[src/rbp_pkg.sv]
// ---------------------------------------------------------------------------
// rbp_pkg: shared types and constants for the ray bounce path block
// Register indexes, reset values, rail hit codes and port types.
// ---------------------------------------------------------------------------
`timescale 1ns / 1ps
`default_nettype none

package rbp_pkg;

    // port types
    typedef logic signed [15:0] t_coord16;
    typedef logic        [2:0]  t_cfg_idx;
    typedef logic        [15:0] t_cfg_data;
    typedef logic        [2:0]  t_seg_num;

    // configuration register indexes
    localparam t_cfg_idx CFG_RAIL_LEFT   = 3'd0;
    localparam t_cfg_idx CFG_RAIL_RIGHT  = 3'd1;
    localparam t_cfg_idx CFG_RAIL_TOP    = 3'd2;
    localparam t_cfg_idx CFG_RAIL_BOTTOM = 3'd3;
    localparam t_cfg_idx CFG_GAIN        = 3'd4;
    localparam t_cfg_idx CFG_SPEED_LIMIT = 3'd5;
    localparam t_cfg_idx CFG_PREVIEW     = 3'd6;

    // register reset values
    localparam logic signed [15:0] RST_RAIL_LEFT   = 16'sd0;
    localparam logic signed [15:0] RST_RAIL_RIGHT  = 16'sd16383;
    localparam logic signed [15:0] RST_RAIL_TOP    = 16'sd0;
    localparam logic signed [15:0] RST_RAIL_BOTTOM = 16'sd8191;
    localparam logic        [11:0] RST_GAIN        = 12'd256;
    localparam logic        [15:0] RST_SPEED_LIMIT = 16'd16000;

    // rail hit codes
    typedef logic [2:0] t_hit;
    localparam t_hit HIT_NONE   = 3'd0;
    localparam t_hit HIT_LEFT   = 3'd1;
    localparam t_hit HIT_RIGHT  = 3'd2;
    localparam t_hit HIT_TOP    = 3'd3;
    localparam t_hit HIT_BOTTOM = 3'd4;

    // divider result destinations
    typedef logic [1:0] t_dst;
    localparam t_dst DST_CX = 2'd2;
    localparam t_dst DST_CY = 2'd3;

endpackage

`default_nettype wire

[src/ray_bounce_path_in_box.sv]
// ---------------------------------------------------------------------------
// ray_bounce_path_in_box: billiard shot path with rail reflections
// Computes the shot segments of a ball in a railed box, one segment per
// output request, using one shared multiplier and one bit-serial divider.
// ---------------------------------------------------------------------------
// Usage:
//   Input channel (i_in_valid / o_in_stall) carries a start and an aim point.
//   Output channel (o_out_valid / i_out_stall) carries one request per path
//   segment, in order; the final one has o_last_segment set.
//   The plain write port sets rails, gain, speed limit and preview enable;
//   write it only while the block is idle. With preview off a request is
//   taken and dropped.
// Sequence (IW = internal coordinate width, 16 by default, QW = IW + 3):
//   an over-speed test, the first end point (rounded shift), then for
//   each segment a rail classification, a rail clip division with QW
//   quotient bits where the clip needs one, and the output request. A
//   path has at most eight segments at the default MAX_SEGMENTS.
// One request is handled at a time; o_in_stall is high until the last
// segment has been taken. A stalled output holds the block in place.
// Reset (synchronous, active low) restores register defaults and idles.
// ---------------------------------------------------------------------------
`timescale 1ns / 1ps
`default_nettype none

module ray_bounce_path_in_box #(
    parameter int MAX_SEGMENTS = 8,
    parameter int COORD_BITS   = 16
) (
    input  wire                 i_clk,
    input  wire                 i_rst_n,
    // configuration
    input  wire                 i_cfg_we,
    input  rbp_pkg::t_cfg_idx   i_cfg_idx,
    input  rbp_pkg::t_cfg_data  i_cfg_data,
    // input channel
    input  wire                 i_in_valid,
    output logic                o_in_stall,
    input  rbp_pkg::t_coord16   i_start_x,
    input  rbp_pkg::t_coord16   i_start_y,
    input  rbp_pkg::t_coord16   i_aim_x,
    input  rbp_pkg::t_coord16   i_aim_y,
    // output channel
    output logic                o_out_valid,
    input  wire                 i_out_stall,
    output rbp_pkg::t_coord16   o_seg_start_x,
    output rbp_pkg::t_coord16   o_seg_start_y,
    output rbp_pkg::t_coord16   o_seg_end_x,
    output rbp_pkg::t_coord16   o_seg_end_y,
    output rbp_pkg::t_seg_num   o_segment_number,
    output logic                o_over_speed,
    output logic                o_last_segment
);
    import rbp_pkg::*;

    // widths
    localparam int IW  = (COORD_BITS < 12) ? 12 : ((COORD_BITS > 30) ? 30 : COORD_BITS);
    localparam int SEG_LIMIT = (MAX_SEGMENTS < 1) ? 1 : ((MAX_SEGMENTS > 8) ? 8 : MAX_SEGMENTS);
    localparam int DW  = IW + 1;
    localparam int MW  = (DW > 25) ? DW : 25;
    localparam int PW  = 2 * MW;
    localparam int NW  = PW + 1;
    localparam int QW  = IW + 3;
    localparam int SW  = QW + 2;
    localparam int CW  = $clog2(QW + 1);
    localparam int OVW = 60;
    localparam int OW  = ((IW > 16) ? IW : 16) + 1;

    localparam logic signed [SW-1:0] W_HI = SW'((64'sd1 <<< (IW - 1)) - 64'sd1);
    localparam logic signed [SW-1:0] W_LO = -W_HI - SW'(1);
    localparam logic signed [OW-1:0] O_HI = OW'(32767);
    localparam logic signed [OW-1:0] O_LO = -O_HI - OW'(1);
    localparam logic [2:0] LAST_K = 3'(SEG_LIMIT - 1);

    // state codes
    localparam logic [4:0] S_IDLE = 5'd0;
    localparam logic [4:0] S_PX2  = 5'd1;
    localparam logic [4:0] S_PY2  = 5'd2;
    localparam logic [4:0] S_G2   = 5'd3;
    localparam logic [4:0] S_GLO  = 5'd4;
    localparam logic [4:0] S_GHI  = 5'd5;
    localparam logic [4:0] S_LIM  = 5'd6;
    localparam logic [4:0] S_OVC  = 5'd7;
    localparam logic [4:0] S_EXM  = 5'd8;
    localparam logic [4:0] S_EYM  = 5'd9;
    localparam logic [4:0] S_CLS  = 5'd10;
    localparam logic [4:0] S_CP   = 5'd11;
    localparam logic [4:0] S_CQL  = 5'd12;
    localparam logic [4:0] S_CCL  = 5'd13;
    localparam logic [4:0] S_CCR  = 5'd14;
    localparam logic [4:0] S_CLIP = 5'd15;
    localparam logic [4:0] S_DIVI = 5'd16;
    localparam logic [4:0] S_DIVR = 5'd17;
    localparam logic [4:0] S_DIVD = 5'd18;
    localparam logic [4:0] S_EMIT = 5'd19;
    localparam logic [4:0] S_WAIT = 5'd20;
    localparam logic [4:0] S_EXD  = 5'd21;
    localparam logic [4:0] S_EYD  = 5'd22;

    function automatic logic signed [IW-1:0] sat_w(input logic signed [SW-1:0] v);
        if (v > W_HI) begin
            return W_HI[IW-1:0];
        end else if (v < W_LO) begin
            return W_LO[IW-1:0];
        end
        return v[IW-1:0];
    endfunction

    function automatic logic signed [15:0] sat16(input logic signed [IW-1:0] v);
        logic signed [OW-1:0] e;
        e = OW'(v);
        if (e > O_HI) begin
            return O_HI[15:0];
        end else if (e < O_LO) begin
            return O_LO[15:0];
        end
        return e[15:0];
    endfunction

    // configuration registers
    logic signed [15:0] r_rail_left, r_rail_right, r_rail_top, r_rail_bottom;
    logic [11:0]        r_gain;
    logic [15:0]        r_speed_limit;
    logic               r_preview;

    always_ff @(posedge i_clk) begin
        if (!i_rst_n) begin
            r_rail_left   <= RST_RAIL_LEFT;
            r_rail_right  <= RST_RAIL_RIGHT;
            r_rail_top    <= RST_RAIL_TOP;
            r_rail_bottom <= RST_RAIL_BOTTOM;
            r_gain        <= RST_GAIN;
            r_speed_limit <= RST_SPEED_LIMIT;
            r_preview     <= 1'b1;
        end else if (i_cfg_we) begin
            case (i_cfg_idx)
                CFG_RAIL_LEFT:   r_rail_left   <= i_cfg_data;
                CFG_RAIL_RIGHT:  r_rail_right  <= i_cfg_data;
                CFG_RAIL_TOP:    r_rail_top    <= i_cfg_data;
                CFG_RAIL_BOTTOM: r_rail_bottom <= i_cfg_data;
                CFG_GAIN:        r_gain        <= i_cfg_data[11:0];
                CFG_SPEED_LIMIT: r_speed_limit <= i_cfg_data;
                CFG_PREVIEW:     r_preview     <= i_cfg_data[0];
                default: ;
            endcase
        end
    end

    // rails at internal width
    logic signed [IW-1:0] c_l, c_r, c_t, c_b;
    assign c_l = sat_w(SW'(r_rail_left));
    assign c_r = sat_w(SW'(r_rail_right));
    assign c_t = sat_w(SW'(r_rail_top));
    assign c_b = sat_w(SW'(r_rail_bottom));

    // datapath registers
    logic [4:0]           r_state;
    logic signed [IW-1:0] r_sx, r_sy, r_ex, r_ey, r_cx, r_cy, r_rx, r_ry;
    logic signed [IW-1:0] r_rail_tb;
    logic signed [DW-1:0] r_dx, r_dy;
    logic signed [16:0]   r_px, r_py;
    logic signed [PW-1:0] r_prod, r_p;
    logic [OVW-1:0]       r_acc;
    logic [33:0]          r_len2;
    logic [23:0]          r_g2;
    logic                 r_over, r_last;
    logic [2:0]           r_k;
    t_hit                 r_hit;
    t_dst                 r_dst;
    // divider registers
    logic [DW-1:0]        r_dud, r_drem;
    logic [QW-1:0]        r_dlow, r_dq;
    logic [CW-1:0]        r_dcnt;
    logic                 r_dneg, r_dovf;
    // output registers
    logic                 r_ovalid;
    logic signed [15:0]   r_osx, r_osy, r_oex, r_oey;
    logic [2:0]           r_ok;
    logic                 r_oover, r_olast;

    // differences for products
    logic signed [DW-1:0] w_tb_sy, w_l_sx, w_r_sx, w_rs_sx;
    logic signed [DW-1:0] w_dx, w_dy;
    logic signed [IW-1:0] w_rail_s;
    assign w_rail_s = (r_hit == HIT_LEFT) ? c_l : c_r;
    assign w_tb_sy  = DW'(r_rail_tb) - DW'(r_sy);
    assign w_l_sx   = DW'(c_l) - DW'(r_sx);
    assign w_r_sx   = DW'(c_r) - DW'(r_sx);
    assign w_rs_sx  = DW'(w_rail_s) - DW'(r_sx);
    assign w_dx     = DW'(r_ex) - DW'(r_sx);
    assign w_dy     = DW'(r_ey) - DW'(r_sy);

    // shared multiplier operand select
    logic signed [MW-1:0] m_a, m_b;
    logic signed [PW-1:0] w_prod;
    logic                 w_side;
    assign w_side = (r_hit == HIT_LEFT) || (r_hit == HIT_RIGHT);

    always_comb begin
        m_a = '0;
        m_b = '0;
        case (r_state)
            S_PX2: begin m_a = MW'(r_px); m_b = MW'(r_px); end
            S_PY2: begin m_a = MW'(r_py); m_b = MW'(r_py); end
            S_G2:  begin m_a = MW'(r_gain); m_b = MW'(r_gain); end
            S_GLO: begin m_a = MW'(r_prod[23:0]); m_b = MW'(r_len2[16:0]); end
            S_GHI: begin m_a = MW'(r_g2); m_b = MW'(r_len2[33:17]); end
            S_LIM: begin
                m_a = MW'({r_speed_limit, 8'd0});
                m_b = MW'({r_speed_limit, 8'd0});
            end
            S_EXM: begin m_a = MW'(r_gain); m_b = MW'(r_px); end
            S_EYM: begin m_a = MW'(r_gain); m_b = MW'(r_py); end
            S_CP:  begin m_a = MW'(w_tb_sy); m_b = MW'(r_dx); end
            S_CQL: begin m_a = MW'(w_l_sx); m_b = MW'(r_dy); end
            S_CCL: begin m_a = MW'(w_r_sx); m_b = MW'(r_dy); end
            S_CLIP: begin
                if (w_side) begin
                    m_a = MW'(w_rs_sx);
                    m_b = MW'(r_dy);
                end else begin
                    m_a = MW'(w_tb_sy);
                    m_b = MW'(r_dx);
                end
            end
            default: ;
        endcase
    end
    assign w_prod = m_a * m_b;

    // classification compares
    logic w_top, w_bot, w_lft, w_rgt;
    assign w_top = r_ey < c_t;
    assign w_bot = r_ey > c_b;
    assign w_lft = r_ex < c_l;
    assign w_rgt = r_ex > c_r;

    // cross-multiplied intercept test against side rails
    logic w_cross_l, w_cross_r;
    assign w_cross_l = r_dy[DW-1] ? (r_prod < r_p) : (r_p < r_prod);
    assign w_cross_r = r_dy[DW-1] ? (r_p < r_prod) : (r_prod < r_p);

    // divider setup
    logic signed [DW-1:0] w_den;
    logic [PW-1:0]        w_un;
    logic [DW-1:0]        w_ud;
    logic [NW-1:0]        w_n;
    always_comb begin
        case (r_dst)
            DST_CY:  w_den = r_dx;
            default: w_den = r_dy;
        endcase
    end
    assign w_un = r_prod[PW-1] ? PW'(-r_prod) : PW'(r_prod);
    assign w_ud = w_den[DW-1] ? DW'(-w_den) : DW'(w_den);
    assign w_n  = NW'(w_un) + NW'(w_ud >> 1);

    // gain scaling: rounded shift by 8 bits (divide by 256), halves away from zero
    logic [PW-1:0]        w_scl;
    logic [QW-1:0]        w_smag;
    logic signed [QW:0]   w_sq;
    logic signed [IW-1:0] w_gbase, w_gupd;
    assign w_scl   = (w_un + PW'(128)) >> 8;
    assign w_smag  = ((w_scl >> QW) != '0) ? '1 : w_scl[QW-1:0];
    assign w_sq    = r_prod[PW-1] ? -$signed({1'b0, w_smag}) : $signed({1'b0, w_smag});
    assign w_gbase = (r_state == S_EYD) ? r_sy : r_sx;
    assign w_gupd  = sat_w(SW'(w_gbase) + SW'(w_sq));

    // divider step
    logic [DW:0] w_rem2;
    logic        w_ge;
    assign w_rem2 = {r_drem, r_dlow[QW-1]};
    assign w_ge   = w_rem2 >= {1'b0, r_dud};

    // signed quotient and target update
    logic [QW-1:0]        w_qmag;
    logic signed [QW:0]   w_q;
    logic signed [IW-1:0] w_base, w_upd;
    assign w_qmag = r_dovf ? '1 : r_dq;
    assign w_q    = r_dneg ? -$signed({1'b0, w_qmag}) : $signed({1'b0, w_qmag});
    assign w_base = (r_dst == DST_CX) ? r_sx : r_sy;
    assign w_upd  = sat_w(SW'(w_base) + SW'(w_q));

    // sequencer
    always_ff @(posedge i_clk) begin
        r_prod <= w_prod;
        if (!i_rst_n) begin
            r_state  <= S_IDLE;
            r_ovalid <= 1'b0;
        end else begin
            case (r_state)
                S_IDLE: begin
                    if (i_in_valid) begin
                        r_sx  <= sat_w(SW'(i_start_x));
                        r_sy  <= sat_w(SW'(i_start_y));
                        r_px  <= 17'(i_start_x) - 17'(i_aim_x);
                        r_py  <= 17'(i_start_y) - 17'(i_aim_y);
                        r_k   <= '0;
                        if (r_preview) begin
                            r_state <= S_PX2;
                        end
                    end
                end
                // over-speed test from squares
                S_PX2: r_state <= S_PY2;
                S_PY2: begin
                    r_acc   <= OVW'(r_prod);
                    r_state <= S_G2;
                end
                S_G2: begin
                    r_len2  <= 34'(r_acc + OVW'(r_prod));
                    r_state <= S_GLO;
                end
                S_GLO: begin
                    r_g2    <= r_prod[23:0];
                    r_state <= S_GHI;
                end
                S_GHI: begin
                    r_acc   <= OVW'(r_prod);
                    r_state <= S_LIM;
                end
                S_LIM: begin
                    r_acc   <= r_acc + (OVW'(r_prod) << 17);
                    r_state <= S_OVC;
                end
                S_OVC: begin
                    r_over  <= r_acc >= OVW'(r_prod);
                    r_state <= S_EXM;
                end
                // first end point
                S_EXM: r_state <= S_EXD;
                S_EXD: begin
                    r_ex    <= w_gupd;
                    r_state <= S_EYM;
                end
                S_EYM: r_state <= S_EYD;
                S_EYD: begin
                    r_ey    <= w_gupd;
                    r_state <= S_CLS;
                end
                // rail classification
                S_CLS: begin
                    r_dx <= w_dx;
                    r_dy <= w_dy;
                    r_rail_tb <= w_top ? c_t : c_b;
                    if (w_top || w_bot) begin
                        if (w_dy != '0) begin
                            r_hit   <= w_top ? HIT_TOP : HIT_BOTTOM;
                            r_state <= S_CP;
                        end else begin
                            if (w_lft) begin
                                r_hit <= HIT_LEFT;
                            end else if (w_rgt) begin
                                r_hit <= HIT_RIGHT;
                            end else begin
                                r_hit <= w_top ? HIT_TOP : HIT_BOTTOM;
                            end
                            r_state <= S_CLIP;
                        end
                    end else if (w_lft || w_rgt) begin
                        r_hit   <= w_lft ? HIT_LEFT : HIT_RIGHT;
                        r_state <= S_CLIP;
                    end else begin
                        r_hit   <= HIT_NONE;
                        r_cx    <= r_ex;
                        r_cy    <= r_ey;
                        r_last  <= 1'b1;
                        r_state <= S_EMIT;
                    end
                end
                S_CP:  r_state <= S_CQL;
                S_CQL: begin
                    r_p     <= r_prod;
                    r_state <= S_CCL;
                end
                S_CCL: begin
                    if (w_cross_l) begin
                        r_hit   <= HIT_LEFT;
                        r_state <= S_CLIP;
                    end else begin
                        r_state <= S_CCR;
                    end
                end
                S_CCR: begin
                    if (w_cross_r) begin
                        r_hit <= HIT_RIGHT;
                    end
                    r_state <= S_CLIP;
                end
                // clip at rail and mirror the end point
                S_CLIP: begin
                    r_last <= (r_k == LAST_K);
                    if (w_side) begin
                        r_cx <= w_rail_s;
                        r_rx <= sat_w((SW'(w_rail_s) <<< 1) - SW'(r_ex));
                        r_ry <= r_ey;
                        if (r_dx != '0) begin
                            r_dst   <= DST_CY;
                            r_state <= S_DIVI;
                        end else begin
                            r_cy    <= r_ey;
                            r_state <= S_EMIT;
                        end
                    end else begin
                        r_cy <= r_rail_tb;
                        r_rx <= r_ex;
                        r_ry <= sat_w((SW'(r_rail_tb) <<< 1) - SW'(r_ey));
                        if (r_dy != '0) begin
                            r_dst   <= DST_CX;
                            r_state <= S_DIVI;
                        end else begin
                            r_cx    <= r_ex;
                            r_state <= S_EMIT;
                        end
                    end
                end
                // bit-serial rounded division
                S_DIVI: begin
                    r_dneg  <= r_prod[PW-1] ^ w_den[DW-1];
                    r_dud   <= w_ud;
                    r_dovf  <= (w_n >> QW) >= NW'(w_ud);
                    r_drem  <= DW'(w_n >> QW);
                    r_dlow  <= w_n[QW-1:0];
                    r_dq    <= '0;
                    r_dcnt  <= '0;
                    r_state <= S_DIVR;
                end
                S_DIVR: begin
                    r_drem <= w_ge ? DW'(w_rem2 - {1'b0, r_dud}) : DW'(w_rem2);
                    r_dq   <= {r_dq[QW-2:0], w_ge};
                    r_dlow <= r_dlow << 1;
                    r_dcnt <= r_dcnt + 1'b1;
                    if (r_dcnt == CW'(QW - 1)) begin
                        r_state <= S_DIVD;
                    end
                end
                S_DIVD: begin
                    case (r_dst)
                        DST_CX: begin
                            r_cx    <= w_upd;
                            r_state <= S_EMIT;
                        end
                        default: begin
                            r_cy    <= w_upd;
                            r_state <= S_EMIT;
                        end
                    endcase
                end
                // output request
                S_EMIT: begin
                    r_osx    <= sat16(r_sx);
                    r_osy    <= sat16(r_sy);
                    r_oex    <= sat16(r_cx);
                    r_oey    <= sat16(r_cy);
                    r_ok     <= r_k;
                    r_oover  <= r_over;
                    r_olast  <= r_last;
                    r_ovalid <= 1'b1;
                    r_state  <= S_WAIT;
                end
                S_WAIT: begin
                    if (!i_out_stall) begin
                        r_ovalid <= 1'b0;
                        if (r_olast) begin
                            r_state <= S_IDLE;
                        end else begin
                            r_sx    <= r_cx;
                            r_sy    <= r_cy;
                            r_ex    <= r_rx;
                            r_ey    <= r_ry;
                            r_k     <= r_k + 1'b1;
                            r_state <= S_CLS;
                        end
                    end
                end
                default: r_state <= S_IDLE;
            endcase
        end
    end

    // ports
    assign o_in_stall       = (r_state != S_IDLE) || !i_rst_n;
    assign o_out_valid      = r_ovalid;
    assign o_seg_start_x    = r_osx;
    assign o_seg_start_y    = r_osy;
    assign o_seg_end_x      = r_oex;
    assign o_seg_end_y      = r_oey;
    assign o_segment_number = r_ok;
    assign o_over_speed     = r_oover;
    assign o_last_segment   = r_olast;

endmodule

`default_nettype wire

[config.mk]
export PLATFORM = sky130hd
export DESIGN_NAME = ray_bounce_path_in_box
export DESIGN_NICKNAME = d
export VERILOG_FILES = /design/src/rbp_pkg.sv /design/src/ray_bounce_path_in_box.sv
export SDC_FILE = /design/constraint.sdc
export NUM_CORES = 2
export LEC_CHECK = 0
export BUFFER_PORTS_ARGS = -buffer_cell sky130_fd_sc_hd__clkbuf_2
export CAP_MARGIN = 20
export CORE_MARGIN = 2
export CORE_UTILIZATION = 30
export CTS_BUF_LIST = sky130_fd_sc_hd__clkbuf_16
export DETAILED_ROUTE_END_ITERATION = 8
export PLACE_DENSITY = 0.5
export SYNTH_ARGS = -nofsm -noshare
export SYNTH_HDL_FRONTEND = slang
export SYNTH_SLANG_ARGS = --single-unit
[constraint.sdc]
create_clock -name i_clk -period 28.4 [get_ports i_clk]
set_clock_uncertainty 0.2 [all_clocks]
set_input_delay 2.84 -clock i_clk [delete_from_list [all_inputs] [get_ports i_clk]]
set_output_delay 2.84 -clock i_clk [all_outputs]
set_load 0.05 [all_outputs]
==> results.yml <==
timing:
  slew_violations: 0
  max_freq_ghz: 0.0789
  fin_ws_ns: 15.72
  grt_setup_unrepaired: "no"
  setup_violations: 0
  worst_slew_pin_slew_ns: 1.19
  finalHoldViolations: 0
  relSlewSlack_pct: 19.9
  min_period_ns: 12.68
  min_period_over_period_pct: 44.6
  finalSetupTns_ns: 0
logic_synthesis:
  ys_async_sr_fraction_pct: 0
  synth-seq-cells: 686
  avgSynthCellArea_um2: 8.79
  ys_types: 106
  synth-edff-count: 537
  netlist_area_um2: 74200
  synth_warnings: 0
  ys_seq_area_share_pct: 25.8
  syn_inst: 8436
  synth_ff_type: "edfxtp_1"
  syn_nets: 9845
setup_path:
  critPathTopFamily: "adder cells"
  r2r_cells: 38
  cp.arrival_ns: 13.12
  crit_path_frequent_cell: "fa_1"
  max_stage_delay_ns: 0.77
  path_class: "flop to flop"
  crit_buf_inv: 6
  critPathLaunch: "r_sx[1]$_DFFE_PP_"
  r2r_start: "r_sx[1]$_DFFE_PP_"
  end_kind: "flop"
  cpMaxStageDelayCell: "a2111oi_0"
  path_max_fanout: 18
  cp.depth: 38
  critPathLaunchType: "flop"
  worstPathRequired_ns: 28.84
min_path:
  hold_start: "r_last$_SDFFCE_PN1P_"
  min_path_cells: 0
  min_path_type: "flop to flop"
pwr:
  swShare_pct: 48.7
  power_density_nw_per_um2: 73.9
  power.total_w: 0.00607
  p_clk_share_pct: 20.0
  pwr-share-seq_pct: 21.7
  intPower_w: 0.00311
  power.switching_w: 0.00295
  power_frac_comb_pct: 58.3
  leakagePower_nw: 36.4
  vdd_drop_max_v: 0.0000474
global_route:
  gr-total-overflow: 0
  grt_pass1_wl_um: 437000
  grt_pass1_vias: 61449
  grt_antenna_before_repair: 34
  grt_max_degree: 70
  grt_use_total_pct: 23.8
clock_network:
  clockBufferDepth: 3
  post_cts_resize_count: 0
  clock_latency_ns: 0.76
  clkSlewWorstSetupHoldPaths_ns: 0.07
  clock-sinks: 686
  clockRootBuffer: "clkbuf_16"
  cts_tree: "built"
  cts_post_setup_buffers_inserted: 0
  cts-htree-levels: 3
  numCtsBuffers: 85
  ctsHoldBuffers: 0
placement:
  port_buffers: 158
  pre_cts_slack_ns: 15.79
  dp_cells: 11576
  hpwlAfterDp_um: 239000
  gp_congestion: 0.973
routing:
  ant_nets: 0
  routed_wirelength_um: 303000
  drt_pre_antenna_iters: 7
  wire_per_inst_um: 25.8
  drt_iter0_drc: 7111
  viasPerCell: 5.42
  drc: 0
  dr_total_vias: 63661
floorplanning:
  start_util_pct: 30.2
  row_count: 182
  design.core.area_um2: 246000
  die_area_um2: 251000
  chipWidth_um: 501
  die_h_um: 501
  ioPinCount: 159
finish:
  n_fill_cell: 25546
  nets: 9856
  multi_input_area_um2: 49200
  final_cell_mix: "inv_1 (1228), nand2_1 (1055), nor2_1 (708)"
  regArea_um2: 19100
  drive_above_1_share_pct: 7.03
  areaGrowthSynthToFinish_pct: 10.7
  finalNonFillerCells: 11751
  final_common_cell: "inv_1"
  fin_util_pct: 33.4
status:
  status: "completed"
run:
  max_cap_violations: 0
==> worst paths after layout <==
path | end | slack, ns
worst max-delay path | r_prod[49]$_DFF_P_ | 15.72
worst min-delay path | o_last_segment$_DFFE_PP_ | 0.24
worst max register to register | r_prod[49]$_DFF_P_ | 15.72
worst min register to register | o_last_segment$_DFFE_PP_ | 0.24
==> cells in the mapped netlist, types with 50 or more instances <==
| cell | instances | area, um2 |
|---|---|---|
| nor2_1 | 719 | 2700 |
| and3_1 | 74 | 463 |
| nand2_1 | 1057 | 3970 |
| edfxtp_1 | 537 | 16100 |
| or3_1 | 50 | 313 |
| a211oi_1 | 54 | 405 |
| clkbuf_1 | 371 | 1390 |
| dfxtp_1 | 149 | 2980 |
| xor2_1 | 117 | 1020 |
| nor2b_1 | 87 | 544 |
| nand2b_1 | 83 | 519 |
| a21boi_0 | 53 | 398 |
| nand3_1 | 127 | 636 |
| fa_1 | 674 | 13500 |
| o21a_1 | 60 | 450 |
| a21o_1 | 166 | 1250 |
| nand4_1 | 93 | 582 |
| mux2i_1 | 50 | 500 |
| xnor2_1 | 246 | 2150 |
| a21oi_1 | 444 | 2220 |
| ha_1 | 647 | 8100 |
| o211ai_1 | 55 | 413 |
| o21ai_0 | 382 | 1910 |
| inv_1 | 1219 | 4580 |
| a22oi_1 | 89 | 668 |
| nor3_1 | 122 | 611 |
==> cell families (layout without fill, tap and decap cells) <==
logic type,Yosys count,after routing,synth area share (%)
xor+xnor,363,363,4.29
mux,62,62,0.857
compound gates,1729,1729,15.3
other cells,0,12,0
fa+ha+maj,1321,1321,29.1
simple gates,2648,2648,16.4
flops,686,686,25.8
buf+inv,1627,1710,8.29
==> sequential cells by signal, summed over array words and instances (netlist names), 19 cells and up <==
signal  flops
r_acc      60
r_p        50
r_len2     34
r_g2       24
r_dq       19
r_prod     50
r_dlow     19
==> stage by stage <==
step | cell area, um2 | hold slack [ns]
4_1_cts | 82000 | 0.220
6_report | 82100 | 0.238
3_5_place_dp | 79000 | 0.220
2_1_floorplan | 74200 | 0.200
3_3_place_gp | 79000 | 0.216
5_1_grt | 82100 | 0.245
==> cell type report <==
class / count / area share [%]
Antenna cell: 12 / 0.0366
Clock buffer: 88 / 2.68
Clock inverter: 71 / 1.01
Inverter: 1223 / 5.59
Multi-Input combinational cell: 6123 / 60.0
Sequential cell: 686 / 23.3
Tap cell: 3220 / 4.91
Timing Repair Buffer: 328 / 2.54
==> power groups by stage <==
stage | Combinational, W | Sequential [W] | Clock [W]
detailed placement | 0.00347 | 0.00133 | 0
global route | 0.00389 | 0.00132 | 0.00127
CTS | 0.00350 | 0.00131 | 0.00123
global placement | 0.00346 | 0.00133 | 0
finish | 0.00354 | 0.00132 | 0.00121
floorplan | 0.00230 | 0.00130 | 0
==> per-layer routing <==
metal  GRT usage [%]  routed length [um]  vias to the layer above
met1            33.9              134000                    31758
met4            8.29               11600                       12
li1                -                   -                    28610
met3            4.85               27600                      461
met2            35.6              130000                     2820
met5               0                 106                        -
(Power assumes the default switching activity.)
